[src/i2cms_pkg.sv]
// Shared types and constants for the I2C master pin sequencer.
`timescale 1ns / 1ps

package i2cms_pkg;

  // Command codes carried in the op field.
  localparam logic [2:0] OP_NONE     = 3'd0;
  localparam logic [2:0] OP_START    = 3'd1;
  localparam logic [2:0] OP_STOP     = 3'd2;
  localparam logic [2:0] OP_WRITE    = 3'd3;
  localparam logic [2:0] OP_READ     = 3'd4;
  localparam logic [2:0] OP_WAIT_ACK = 3'd5;

  // Phase code of the idle sequencer.
  localparam logic [4:0] PH_IDLE = 5'd31;

  // Reset value of the acknowledge timeout register.
  localparam logic [7:0] ACK_LIMIT_RESET = 8'd250;

  // Register index of the acknowledge timeout limit.
  localparam logic REG_ACK_LIMIT = 1'b0;

  // One command item.
  typedef struct packed {
    logic [2:0] op;
    logic [7:0] write_byte;
    logic       send_ack;
    logic       sda_in;
  } i2cms_cmd_t;

  // One result item.
  typedef struct packed {
    logic       scl_level;
    logic       sda_level;
    logic       sda_drive_enable;
    logic       busy_res;
    logic       done_res;
    logic [7:0] read_data;
    logic       ack_seen;
  } i2cms_res_t;

  // Driven pin state.
  typedef struct packed {
    logic en;
    logic sda;
    logic scl;
  } i2cms_pins_t;

  // Pin state after one step of the stop sequence, and its last-step flag.
  typedef struct packed {
    i2cms_pins_t pins;
    logic        done;
  } i2cms_stop_t;

  // One step of the stop sequence: drive SDA and drop SCL, SDA low, SCL high, SDA high.
  function automatic i2cms_stop_t stop_step(input logic [4:0] k, input i2cms_pins_t pins);
    i2cms_stop_t r;
    r.pins = pins;
    r.done = 1'b0;
    case (k)
      5'd0: begin
        r.pins.en  = 1'b1;
        r.pins.scl = 1'b0;
      end
      5'd1: r.pins.sda = 1'b0;
      5'd2: r.pins.scl = 1'b1;
      default: begin
        r.pins.sda = 1'b1;
        r.done     = 1'b1;
      end
    endcase
    return r;
  endfunction

endpackage

[src/i2cms_core.sv]
// Sequencer state and the single-step pin logic of the I2C master.
`timescale 1ns / 1ps

module i2cms_core import i2cms_pkg::*; (
  input  logic       clk,
  input  logic       rst,
  input  logic       step,
  input  i2cms_cmd_t cmd,
  input  logic [7:0] ack_timeout_limit,
  output i2cms_res_t res
);

  logic [4:0]  phase;
  logic [2:0]  active_command;
  logic [7:0]  shift_byte;
  logic [7:0]  wait_count;
  logic        ack_to_send;
  i2cms_pins_t pins;

  logic [4:0]  phase_next;
  logic [2:0]  active_command_next;
  logic [7:0]  shift_byte_next;
  logic [7:0]  wait_count_next;
  logic        ack_to_send_next;
  i2cms_pins_t pins_next;

  logic        load;
  logic [4:0]  phase_cur;
  logic [4:0]  phase_inc;
  logic [4:0]  wr_x;
  logic [8:0]  wr_prod;
  logic [2:0]  wr_bit;
  logic [4:0]  wr_sub;
  logic [2:0]  rd_bit;
  logic [7:0]  wait_inc;
  logic        done;
  logic        acked;
  i2cms_stop_t stop_r;

  // Accept a command only while idle, then run its first step on the same item.
  always_comb begin
    load = (phase == PH_IDLE) && (cmd.op >= OP_START) && (cmd.op <= OP_WAIT_ACK);

    active_command_next = load ? cmd.op : active_command;
    phase_cur           = load ? 5'd0 : phase;
    wait_count_next     = load ? 8'd0 : wait_count;
    ack_to_send_next    = (load && cmd.op == OP_READ) ? cmd.send_ack : ack_to_send;
    shift_byte_next     = shift_byte;
    if (load && cmd.op == OP_WRITE) begin
      shift_byte_next = cmd.write_byte;
    end else if (load && cmd.op == OP_READ) begin
      shift_byte_next = 8'd0;
    end

    pins_next  = pins;
    done       = 1'b0;
    acked      = 1'b0;
    phase_inc  = phase_cur + 5'd1;

    // Write phases after the first: bit = (phase - 1) / 3 by reciprocal, sub = remainder.
    wr_x    = phase_cur - 5'd1;
    wr_prod = {4'd0, wr_x} * 9'd11;
    wr_bit  = wr_prod[7:5];
    wr_sub  = wr_x - ({2'd0, wr_bit} + {1'b0, wr_bit, 1'b0});

    rd_bit   = phase_cur[3:1];
    wait_inc = wait_count_next + 8'd1;
    stop_r   = stop_step(phase_cur, pins);

    if (phase_cur != PH_IDLE) begin
      unique case (active_command_next)
        OP_START: begin
          if (phase_cur == 5'd0) begin
            pins_next.en  = 1'b1;
            pins_next.scl = 1'b1;
          end else if (phase_cur == 5'd1) begin
            pins_next.sda = 1'b1;
          end else if (phase_cur == 5'd2) begin
            pins_next.sda = 1'b0;
          end else begin
            pins_next.scl = 1'b0;
            done          = 1'b1;
          end
        end
        OP_STOP: begin
          pins_next = stop_r.pins;
          done      = stop_r.done;
        end
        OP_WRITE: begin
          if (phase_cur == 5'd0) begin
            pins_next.en  = 1'b1;
            pins_next.scl = 1'b0;
          end else if (wr_sub[1:0] == 2'd0) begin
            pins_next.sda = shift_byte_next[3'd7 - wr_bit];
          end else if (wr_sub[1:0] == 2'd1) begin
            pins_next.scl = 1'b1;
          end else begin
            pins_next.scl = 1'b0;
            done          = (wr_bit == 3'd7);
          end
        end
        OP_READ: begin
          if (phase_cur < 5'd16) begin
            if (!phase_cur[0]) begin
              pins_next.en  = 1'b0;
              pins_next.sda = 1'b1;
              pins_next.scl = 1'b0;
            end else begin
              pins_next.scl                 = 1'b1;
              shift_byte_next[3'd7 - rd_bit] = cmd.sda_in;
            end
          end else if (phase_cur == 5'd16) begin
            pins_next.scl = 1'b0;
          end else if (phase_cur == 5'd17) begin
            pins_next.en  = 1'b1;
            pins_next.sda = !ack_to_send_next;
          end else if (phase_cur == 5'd18) begin
            pins_next.scl = 1'b1;
          end else begin
            pins_next.scl = 1'b0;
            done          = 1'b1;
          end
        end
        default: begin
          // Acknowledge wait: sample with SCL high, fall into the stop sequence on timeout.
          if (phase_cur <= 5'd1) begin
            if (phase_cur == 5'd0) begin
              pins_next.en  = 1'b0;
              pins_next.sda = 1'b1;
              pins_next.scl = 1'b1;
            end
            if (!cmd.sda_in) begin
              phase_inc = 5'd2;
            end else begin
              wait_count_next = wait_inc;
              phase_inc       = (wait_inc > ack_timeout_limit) ? 5'd3 : 5'd1;
            end
          end else if (phase_cur == 5'd2) begin
            pins_next.scl = 1'b0;
            done          = 1'b1;
            acked         = 1'b1;
          end else begin
            stop_r    = stop_step(phase_cur - 5'd3, pins);
            pins_next = stop_r.pins;
            done      = stop_r.done;
          end
        end
      endcase
    end

    phase_next = (phase_cur == PH_IDLE || done) ? PH_IDLE : phase_inc;
  end

  // Result of this step.
  always_comb begin
    res.scl_level        = pins_next.scl;
    res.sda_level        = pins_next.sda;
    res.sda_drive_enable = pins_next.en;
    res.busy_res         = (phase_next != PH_IDLE);
    res.done_res         = done;
    res.read_data        = shift_byte_next;
    res.ack_seen         = acked;
  end

  // Sequencer state advances once per stepped item.
  always_ff @(posedge clk) begin
    if (rst) begin
      phase          <= PH_IDLE;
      active_command <= OP_NONE;
      shift_byte     <= 8'd0;
      wait_count     <= 8'd0;
      ack_to_send    <= 1'b0;
      pins           <= '{en: 1'b1, sda: 1'b1, scl: 1'b1};
    end else if (step) begin
      phase          <= phase_next;
      active_command <= active_command_next;
      shift_byte     <= shift_byte_next;
      wait_count     <= wait_count_next;
      ack_to_send    <= ack_to_send_next;
      pins           <= pins_next;
    end
  end

endmodule

[src/i2c_master_pin_sequencer_unit.sv]
// Top level of the I2C master pin sequencer: item pipeline and register port.
//
//   channel  direction  handshake             payload
//   cmd      in         cmd_valid/cmd_stall   i2cms_cmd_t (op, write_byte, send_ack, sda_in)
//   res      out        res_valid/res_stall   i2cms_res_t (pins, busy, done, read_data, ack)
//   apb      in/out     psel/penable/pready   ack_timeout_limit at byte address 0
//
// An item is accepted into an input register, takes one pin step of the sequencer into the
// result register when both stages advance, and its result is then offered on res.
// One item is accepted every cycle unless the result side stalls with the input register full.
// Reset is synchronous and returns the sequencer to idle with SCL high and SDA driven high.
// A stall on the result side holds both stages; an empty input register still takes an item
// while the result register waits.
`timescale 1ns / 1ps

module i2c_master_pin_sequencer_unit import i2cms_pkg::*; (
  input  logic        clk,
  input  logic        rst,
  input  logic        cmd_valid,
  output logic        cmd_stall,
  input  i2cms_cmd_t  cmd,
  output logic        res_valid,
  input  logic        res_stall,
  output i2cms_res_t  res,
  input  logic        psel,
  input  logic        penable,
  input  logic        pwrite,
  input  logic [2:0]  paddr,
  input  logic [31:0] pwdata,
  output logic [31:0] prdata,
  output logic        pready
);

  logic       in_valid;
  i2cms_cmd_t in_cmd;
  logic       advance;
  logic       cmd_take;
  logic [7:0] ack_timeout_limit;
  i2cms_res_t step_res;

  // Both stages move when the result register is empty or being taken.
  assign advance   = !res_valid || !res_stall;
  assign cmd_stall = in_valid && !advance;
  assign cmd_take  = cmd_valid && !cmd_stall;

  // Input register.
  always_ff @(posedge clk) begin
    if (rst) begin
      in_valid <= 1'b0;
    end else if (advance || !in_valid) begin
      in_valid <= cmd_take;
    end
  end

  always_ff @(posedge clk) begin
    if (cmd_take) begin
      in_cmd <= cmd;
    end
  end

  // Sequencer steps once for each item leaving the input register.
  i2cms_core u_core (
    .clk               (clk),
    .rst               (rst),
    .step              (in_valid && advance),
    .cmd               (in_cmd),
    .ack_timeout_limit (ack_timeout_limit),
    .res               (step_res)
  );

  // Result register.
  always_ff @(posedge clk) begin
    if (rst) begin
      res_valid <= 1'b0;
    end else if (advance) begin
      res_valid <= in_valid;
    end
  end

  always_ff @(posedge clk) begin
    if (advance && in_valid) begin
      res <= step_res;
    end
  end

  // Register port: one register, selected by the word address bit.
  assign pready = 1'b1;
  assign prdata = (paddr[2] == REG_ACK_LIMIT) ? {24'd0, ack_timeout_limit} : 32'd0;

  always_ff @(posedge clk) begin
    if (rst) begin
      ack_timeout_limit <= ACK_LIMIT_RESET;
    end else if (psel && penable && pwrite && pready && paddr[2] == REG_ACK_LIMIT) begin
      ack_timeout_limit <= pwdata[7:0];
    end
  end

`ifndef SYNTH
  // A finished command never reports the sequence as still running.
  a_done_not_busy: assert property (@(posedge clk) disable iff (rst)
    res_valid |-> !(res.done_res && res.busy_res))
    else $error("result shows done and busy together");

  // An acknowledge is reported only on the finishing item.
  a_ack_with_done: assert property (@(posedge clk) disable iff (rst)
    (res_valid && res.ack_seen) |-> res.done_res)
    else $error("ack_seen without done");

  // A register write is visible on the read port in the next cycle.
  a_cfg_write: assert property (@(posedge clk) disable iff (rst)
    (psel && penable && pwrite && paddr[2] == REG_ACK_LIMIT) |=>
      (prdata[7:0] == $past(pwdata[7:0]) || paddr[2] != REG_ACK_LIMIT))
    else $error("timeout limit write lost");

  // A stepped item always lands in the result register.
  a_step_lands: assert property (@(posedge clk) disable iff (rst)
    (in_valid && advance) |=> res_valid)
    else $error("stepped item did not reach the result register");
`endif

endmodule
[config.mk]
export PLATFORM = sky130hd
export DESIGN_NAME = i2c_master_pin_sequencer_unit
export DESIGN_NICKNAME = d
export VERILOG_FILES = /design/src/i2cms_pkg.sv /design/src/i2cms_core.sv /design/src/i2c_master_pin_sequencer_unit.sv
export SDC_FILE = /design/constraint.sdc
export NUM_CORES = 1
export LEC_CHECK = 0
export BUFFER_PORTS_ARGS = -buffer_cell sky130_fd_sc_hd__buf_2
export CELL_PAD_IN_SITES_DETAIL_PLACEMENT = 1
export CELL_PAD_IN_SITES_GLOBAL_PLACEMENT = 2
export CORE_ASPECT_RATIO = 2
export CORE_MARGIN = 1.5
export CORE_UTILIZATION = 33
export DETAILED_ROUTE_END_ITERATION = 6
export PLACE_DENSITY_LB_ADDON = 0.1
export SYNTH_ARGS = -nofsm -noshare
export SYNTH_HDL_FRONTEND = slang
export SYNTH_HIERARCHICAL = 1
export SYNTH_SLANG_ARGS = --single-unit
[constraint.sdc]
create_clock -name clk -period 7.3 [get_ports clk]
set_input_delay 1.095 -clock clk [delete_from_list [all_inputs] [get_ports clk]]
set_output_delay 1.095 -clock clk [all_outputs]
set_load 0.02 [all_outputs]
# Word-level counts from Yosys, hierarchy flattened
# Cells that the tools add are included.
# totals
latch_bits,0
mem_bits_ro,0
in_bits,55
regBits,65
n_memories,0
ram_bits,0
out_inout_bits,49
# op_classes
add_sub_neg,8
eq_ne,19
shift,0
multipliers,1
div_mod_pow,0
n_reduce_logical,29
n_mux,74
n_lt_le_gt_ge,8
bitwise_logic,2
# op_table
operator,count
2-to-1 mux 8 bit,12
2-to-1 mux 1 bit,37
2-to-1 mux 5 bit,6
== test 5 bit (second input constant),5
2-to-1 mux 3 bit,5
one-hot mux 3 bit (4 select lines),1
logical AND 1 bit,11
== test 5 x 1 -> 1 bit (second input constant),2
== test 5 x 2 -> 1 bit (second input constant),2
logical NOT 5 bit,2
2-to-1 mux 2 bit,5
inequality test 5 bit (second input constant),2
== test 3 x 2 -> 1 bit (second input constant),3
== test 3 bit (second input constant),3
adder 8 x 1 -> 8 bit (second input constant),1
bitwise mux 8 bit,1
> comparator 8 bit,1
less-than comparator 3 x 4 -> 1 bit (second input constant),2
multiplier 5 x 4 -> 8 bit (second input constant),1
one-hot mux 1 bit (2 select lines),4
>= comparator 3 x 1 -> 1 bit (second input constant),2
logical NOT 1 bit,6
OR reduction 3 bit,2
OR reduction 6 bit,1
19 further kinds,24

# Longest topological paths before layout
# Gate-level depths: netlist (run 1).
# depth
ltp_word,17
mapped_depth,27
depth_no_buf,24

# Hierarchy
# Netlist (run 1), hierarchy kept.
# by_module_without_submodules
mod,n_inst,seq_area_each_um2,cells_per_inst,area_each_um2
i2cms_core,1,560.5,458,3408.3
i2c_master_pin_sequencer_unit,1,1011.0,108,1493.9

# Worst setup path after synthesis (run 1)
# Ideal clock, no wire load.
# synth_timing
kind,reg-to-reg
start,register in_cmd[11] (netlist name)
end,register u_core.phase[1]
setup_slack_ps,1544
stages_incl_launch_ff,26
required_ps,7178
t_arrival_ps,5634
cell_sequence,edfxtp_1 > buf_2 > nor3_1 > or4_4 > clkbuf_1 > and2_1 > inv_1 > ha_1 > and2_1 > a21oi_1 > o211ai_2 > fa_1 > inv_1 > ha_1 > or2_2 > o221ai_1 > and2_1 > clkbuf_1 > inv_1 > ha_1 > xnor2_1 > xnor2_1 > nand2_1 > nor3_1 > a2111o_1 > o32a_1
# synth_between
elab_chain_len,16
word_cells_on_any_way,61
# synth_lines
item,line_no,source
start: declaration,i2c_master_pin_sequencer_unit.sv:35,i2cms_cmd_t in_cmd;
start signal: assignment,i2c_master_pin_sequencer_unit.sv:57,in_cmd <= cmd;
>= comparator 3 x 1 -> 1 bit,i2cms_core.sv:42,load = (phase == PH_IDLE) && (cmd.op >= OP_START) && (cmd.op <= OP_WAIT_ACK);
logical AND 1 bit (2 in series),i2cms_core.sv:42,
2-to-1 mux 5 bit,i2cms_core.sv:45,phase_cur = load ? 5'd0 : phase;
subtractor 5 x 1 -> 5 bit,i2cms_core.sv:61,wr_x = phase_cur - 5'd1;
multiplier 5 x 4 -> 8 bit,i2cms_core.sv:62,"wr_prod = {4'd0, wr_x} * 9'd11;"
adder 2 bit,i2cms_core.sv:64,"wr_sub = wr_x - ({2'd0, wr_bit} + {1'b0, wr_bit, 1'b0});"
subtractor 2 bit,i2cms_core.sv:64,
== test 2 x 1 -> 1 bit,i2cms_core.sv:95,end else if (wr_sub[1:0] == 2'd1) begin
2-to-1 mux 1 bit,i2cms_core.sv:95,
2-to-1 mux 1 bit,i2cms_core.sv:93,end else if (wr_sub[1:0] == 2'd0) begin
2-to-1 mux 1 bit,i2cms_core.sv:90,if (phase_cur == 5'd0) begin
one-hot mux 1 bit (4 select lines),i2cms_core.sv:71,unique case (active_command_next)
2-to-1 mux 1 bit,i2cms_core.sv:70,if (phase_cur != PH_IDLE) begin
logical OR 1 bit,i2cms_core.sv:151,phase_next = (phase_cur == PH_IDLE || done) ? PH_IDLE : phase_inc;
2-to-1 mux 5 bit (*),i2cms_core.sv:151,
end signal: assignment,i2cms_core.sv:175,phase <= phase_next;
end: declaration,i2cms_core.sv:13,logic [4:0] phase;
# Every way passes the cells marked *; elsewhere a longest branch is shown, timed or not.
# A chain may end at the register's enable or synchronous reset.

==> impl_metrics.json, run 1 <==
{
  "grt_max_degree": 45,
  "number_of_antenna_violations_at_the_first_check_in_global_routing": 0,
  "synth_edf_count": 27,
  "r2r_cells": 23,
  "antenna_left": 0,
  "worstSetupStartpoint": "in_cmd[12]$_DFFE_PP_",
  "synth-main-ff-cell": "dfxtp_1",
  "timing_worst_setup_path_type": "reg2reg",
  "final_net_count": 692,
  "cp_slowest_stage_delay_ns": 0.64,
  "finalWeightedCongestion": 0.878,
  "worst-slew-pin-transition_ns": 1.29,
  "die_area_um2": 15600,
  "design.core.area_um2": 14400,
  "netlist_instances": 566,
  "crit_arrival_ns": 6.48,
  "layout_setup_ws_ns": 0.882,
  "postSynth.asyncResetShare": 0,
  "cpMaxStageDelayCell": "or4_4",
  "synth.top_cell.area_share": 0.165,
  "post_cts_hold_buffer_count": 0,
  "min_period_over_period": 0.879,
  "worstHoldStart": "u_core/wait_count[5]$_SDFFE_PP0P_",
  "cp_cell_sequence": "and2_0 > or4_4 > and2_1 > inv_1 > ha_1 > xnor2_1 > ha_1 > inv_1 > fa_1 > inv_1 > ha_1 > or2_2 > o221ai_1 > and2_1 > inv_1 > ha_1 > xnor2_1 > xnor2_1 > nor2_1 > a21oi_1 > o22ai_1 > nor4b_1 > a22oi_1",
  "setup-tns-final_ns": 0,
  "hold_viol": 0,
  "timing.critical_path.fanout_max": 13,
  "setup.worst_path.start_class": "flip-flop",
  "final-max-slew-violation-count": 0,
  "synth_top_cells_by_area": "edfxtp_1 (17%), dfxtp_1 (16%), ha_1 (7.7%)",
  "finalWorstPathRequiredPeriod_ns": 6.42,
  "number_of_endpoints_failing_setup_at_the_final_stage": 0,
  "detailedPlace.worstSlack_ns": 0.848,
  "area_growth_from_synthesis_to_final_layout_pct": 13.1,
  "cts_root_buffer": "clkbuf_16",
  "ctsResizeCount": 0,
  "starting_density_of_the_core": 0.340,
  "finalClockSkew_ns": 0.00968,
  "wire_per_inst_um": 18.7,
  "buffer_ports.inserted": 52,
  "detail_route.vias_per_cell": 5.32,
  "holdPathStages": 2,
  "post-synth-top-area-cell": "edfxtp_1",
  "totalWireLength_mm": 15.0,
  "grt_util_all_layers": 0.204,
  "max_cap_violations": 0,
  "timing.critical_path.to_type": "flip-flop",
  "synthesis.area_um2": 4900,
  "flop_and_latch_count_out_of_synthesis": 65,
  "ys_seq_area_frac": 0.321,
  "cp.buffers_inverters": 4,
  "io_pins": 104,
  "cts-buffers-inserted": 9,
  "cts.sink_count": 65,
  "fmaxAchievable_ghz": 0.156,
  "rr_startpoint": "in_cmd[12]$_DFFE_PP_",
  "total_number_of_vias": 4274,
  "postSynthAreaPerCell_um2": 8.66,
  "die_h_um": 175,
  "synth.most_common_cell": "nor2_1",
  "vias_in_the_first_global_route": 4509,
  "detail_route.iter0.violations": 168,
  "layout-drive-gt1-share": 0.177,
  "fill_cells": 1782,
  "synth_top_cells_by_count": "nor2_1 (64), dfxtp_1 (38), inv_1 (34)",
  "worstPathRequired_ns": 7.36,
  "synth.yosys.warnings": 6,
  "tritoncts": "built",
  "synth.distinct_cells": 79,
  "path_depth": 23,
  "route.detailed.drc": 0,
  "rsz0062_at_grt": "no",
  "hold_wc_path_type": "reg2reg",
  "drt_first_pass_iters": 7,
  "cts.clk_slew.worst_paths_ns": 0.07,
  "slew_headroom": 0.128,
  "run_status": "complete, no violations",
  "grt_pass1_wl_mm": 24.0,
  "htree_levels": 3,
  "fp-row-count": 62,
  "crit_path_max_delay_family": "simple AND/OR/NAND/NOR gates",
  "place_hpwl_mm": 11.7,
  "worstSkewPairLatency_ns": 0.34,
  "max-clock-path-buffers": 2,
  "final.hold.worst_slack_ns": 0.499,
  "cts.repair_timing.setup_buffer_count": 0,
  "antennaDiodeCount": 0,
  "grt_overflow": 0,
  "die_width_um": 89.2
}
## registers in the layout, summed over array words and instances (netlist names)
register	count
ack_timeout_limit	8
u_core/shift_byte	8
u_core/phase	5
u_core/active_command	3
in_valid	1
u_core/ack_to_send	1
res_valid	1
res	14
u_core/wait_count	8
in_cmd	13
u_core/pins	3
## worst paths after layout
path / endpoint / slack [ns]
setup / recovery: res[12]$_DFFE_PP_ / 0.88
hold reg to reg: u_core/wait_count[5]$_SDFFE_PP0P_ / 0.50
setup reg to reg: res[12]$_DFFE_PP_ / 0.88
hold / removal: u_core/wait_count[5]$_SDFFE_PP0P_ / 0.50
## layer usage
metal	routed length (um)	up-vias	global-route usage
met5	0	-	0
met2	8340	95	0.376
met3	381	35	0.0254
met1	5510	2061	0.215
met4	779	0	0.108
li1	-	2083	-
## tightest hold or removal path, delay by kind of cell (launching register included)
| family | cells | cell delay (ns) |
|---|---|---|
| AOI/OAI and AO/OA | 1 | 0.05 |
| and+or+nand+nor | 1 | 0.06 |
| DFF | 1 | 0.34 |
## layout make-up
| type | count | area, um^2 | area share |
|---|---|---|---|
| multi-input combinational | 432 | 2970 | 0.536 |
| sequential | 65 | 1570 | 0.284 |
| timing repair buffer | 63 | 343 | 0.0619 |
| tap | 192 | 240 | 0.0433 |
| clock buffer | 10 | 239 | 0.0431 |
| inverter | 35 | 131 | 0.0237 |
| clock inverter | 6 | 47.5 | 0.00858 |
## cells in the final DEF (no fill, tap or decap), types with 4 or more instances in the layout
master / instances
a21oi_1: 26
buf_2: 52
edfxtp_1: 27
a31oi_1: 4
dfxtp_1: 38
nand3_1: 12
o211ai_1: 4
a211oi_1: 6
or3_1: 5
nand2b_1: 10
nor3_1: 13
and2b_2: 8
xnor2_1: 11
mux2i_1: 32
ha_1: 30
nor2_1: 64
inv_1: 34
and3_1: 8
nand2_1: 30
clkbuf_16: 9
or2_2: 6
o22ai_1: 4
nor3b_1: 4
nand4_1: 5
and2_1: 14
o21a_1: 8
a221oi_1: 5
buf_4: 11
conb_1: 25
a22oi_1: 11
o21ai_0: 16
## through the flow
| stage | std cells | instance area (um^2) | util |
|---|---|---|---|
| after floorplan | 589 | 4990 | - |
| after global placement | 787 | 5260 | 0.364 |
| after detailed placement | 787 | 5260 | 0.364 |
| after CTS | 803 | 5540 | 0.384 |
| after global routing | 803 | 5540 | 0.384 |
| final | 803 | 5540 | 0.384 |
## cells by family (layout without fill, tap and decap cells)
kind of cell / after synthesis / in the layout / share of synthesized area
adders and majority gates: 31 / 31 / 0.0807
xor gates and xnor gates: 14 / 14 / 0.0250
other: 2 / 25 / 0.00153
and+or+nand+nor: 203 / 203 / 0.224
AOI/OAI and AO/OA: 125 / 125 / 0.183
DFF: 65 / 65 / 0.321
buffers and inverters: 92 / 114 / 0.0952
muxes: 34 / 34 / 0.0699
Power of run 1 is left out: the tool's default activity adds up to more than one toggle a clock period on the data nets, which glitch-free logic cannot reach.
==> run 2, diff against run 1 <==
- CORE_UTILIZATION: 33 -> 30
- clock period: 7.3 -> 5.2 ns (I/O delays scaled with it)
==> run 2 against run 1 <==
Cell area up 9.2%. Clock-buffer cell count unchanged. Worst setup slack worse by 0.72 ns. Sequential cell count unchanged. Die area up 9.7%. Critical endpoint is now u_core/phase[1]$_SDFFE_PP1P_. Highest routed layer unchanged. Register-to-register slack worse by 0.72 ns. Wire length up 2.4%. Critical path type unchanged. Critical path depth unchanged.
==> impl_metrics.json, run 2 (synthesized netlist as in run 1, its figures left out) <==
{
  "layout_common_cells": "nor2_1 (64), buf_2 (52), buf_4 (47), dfxtp_1 (38), mux2i_1 (32)",
  "die_area_um2": 17200,
  "fp-row-count": 66,
  "grt_overflow": 0,
  "largest_reg_by_ff_count": "res",
  "die_h_um": 184,
  "number_of_antenna_violations_at_the_first_check_in_global_routing": 0,
  "timing.critical_path.fanout_max": 7,
  "cts.clk_slew.worst_paths_ns": 0.06,
  "grt_pass1_wl_mm": 23.8,
  "cts-buffers-inserted": 9,
  "detail_route.vias_per_cell": 5.08,
  "drt_first_pass_iters": 6,
  "area_growth_from_synthesis_to_final_layout_pct": 23.5,
  "totalWireLength_mm": 15.4,
  "total_number_of_vias": 4334,
  "cts_root_buffer": "clkbuf_16",
  "vias_in_the_first_global_route": 4369,
  "buffer_ports.inserted": 52,
  "crit-reg2reg-capture": "u_core/phase[1]$_SDFFE_PP1P_",
  "hold_viol": 0,
  "final_common_cell": "nor2_1",
  "max-clock-path-buffers": 2,
  "holdPathStages": 2,
  "post-route-util": 0.376,
  "finalClockSkew_ns": 0.00698,
  "worstSkewPairLatency_ns": 0.34,
  "htree_levels": 3,
  "rr_startpoint": "in_cmd[11]$_DFFE_PP_",
  "fill_cells": 1913,
  "worst-slew-pin-transition_ns": 1.07,
  "largest_register_ffs": 14,
  "antenna_left": 0,
  "final_net_count": 730,
  "wire_per_inst_um": 18.0,
  "placedInstanceArea_um2": 5590,
  "reg_top3": "res x14, in_cmd x13",
  "cts.sink_count": 65,
  "setup-tns-final_ns": 0,
  "run_status": "complete, no violations",
  "fmaxAchievable_ghz": 0.199,
  "final-max-slew-violation-count": 0,
  "timing_worst_setup_path_type": "reg2reg",
  "finalWorstPathRequiredPeriod_ns": 5.04,
  "post_cts_hold_buffer_count": 0,
  "io_pins": 104,
  "route.detailed.drc": 0,
  "finished_cell_area_um2": 6050,
  "min_period_over_period": 0.969,
  "tritoncts": "built",
  "crit_arrival_ns": 5.27,
  "max_cap_violations": 0,
  "finalWeightedCongestion": 0.790,
  "grt_util_all_layers": 0.184,
  "setup.worst_path.start_class": "flip-flop",
  "hold_path_end": "u_core/ack_to_send$_SDFFE_PP0P_",
  "starting_density_of_the_core": 0.304,
  "layout-drive-gt1-share": 0.268,
  "antennaDiodeCount": 0,
  "die_width_um": 93.4,
  "worstHoldStart": "in_cmd[1]$_DFFE_PP_",
  "worstPathRequired_ns": 5.43,
  "r2r_cells": 23,
  "setup.reg_to_reg.worst_slack_ns": 0.16,
  "grt_max_degree": 45,
  "slew_headroom": 0.281,
  "design.core.area_um2": 16100,
  "number_of_endpoints_failing_setup_at_the_final_stage": 0,
  "place_hpwl_mm": 11.5,
  "detail_route.iter0.violations": 129,
  "timing.critical_path.to_type": "flip-flop",
  "hold_wc_path_type": "reg2reg"
}
==> run 2: per-layer routing <==
metal / up-vias / wire length (um) / global-route usage
met5: - / 0 / 0
met4: 0 / 408 / 0.0691
met3: 22 / 271 / 0.0256
met2: 62 / 8240 / 0.331
met1: 2092 / 6450 / 0.215
li1: 2158 / - / -
==> run 2: worst max-delay path by stage <==
stage          slack, ns  cells after the start                 start                            to
2_1_floorplan      0.001                     25  in_cmd[11]$_DFFE_PP_  u_core/phase[1]$_SDFFE_PP1P_
3_3_place_gp      -0.003                     23  in_cmd[11]$_DFFE_PP_             res[10]$_DFFE_PP_
3_5_place_dp       -0.08                     23  in_cmd[11]$_DFFE_PP_             res[10]$_DFFE_PP_
4_1_cts           0.0006                     22  in_cmd[11]$_DFFE_PP_  u_core/phase[1]$_SDFFE_PP1P_
5_1_grt            -0.08                     25  in_cmd[11]$_DFFE_PP_  u_core/phase[2]$_SDFFE_PP1P_
6_report            0.16                     23  in_cmd[11]$_DFFE_PP_  u_core/phase[1]$_SDFFE_PP1P_
==> run 2: final cells by class <==
cell class,count,area [um^2],area share
clock buffers,10,250,0.0413
clock inverters,6,46.3,0.00765
inverters,35,134,0.0221
multi-input cells,432,3160,0.522
flip-flops and latches,65,1570,0.260
well taps,204,255,0.0422
repair buffers,101,636,0.105
==> run 2: worst max-delay path, cell delays in order, from the launching register on <==
cell	delay, ns
edfxtp_1	0.41
buf_6	0.13
nor3_4	0.04
or4_4	0.53
and2_4	0.22
inv_4	0.06
ha_4	0.17
xnor2_4	0.13
ha_2	0.18
inv_1	0.05
fa_1	0.55
inv_2	0.05
ha_4	0.17
a311oi_1	0.33
o211ai_1	0.17
and2_4	0.17
inv_2	0.06
ha_4	0.19
xnor2_2	0.14
xnor2_2	0.17
nand2_2	0.09
nor3_4	0.05
a2111o_1	0.49
o32a_1	0.36
==> run 2: what timing repair did <==
| item | CTS | global route |
|---|---|---|
| setup endpoints to repair | 5 | 11 |
| gates resized for setup | 3 | 25 |
| setup buffers | 1 | 5 |
| pin swaps | 2 | 16 |
==> run 2: per-stage QoR <==
| step | hold WS (ns) | cells | setup slack [ns] |
|---|---|---|---|
| finish | 0.491 | 853 | 0.163 |
| global route | 0.519 | 853 | -0.0789 |
| CTS | 0.491 | 848 | 0.000571 |
| detailed placement | 0.481 | 831 | -0.0795 |
| global placement | 0.457 | 831 | -0.00299 |
| floorplan | 0.450 | 589 | 0.00110 |
Power of run 2 is left out for the same reason.
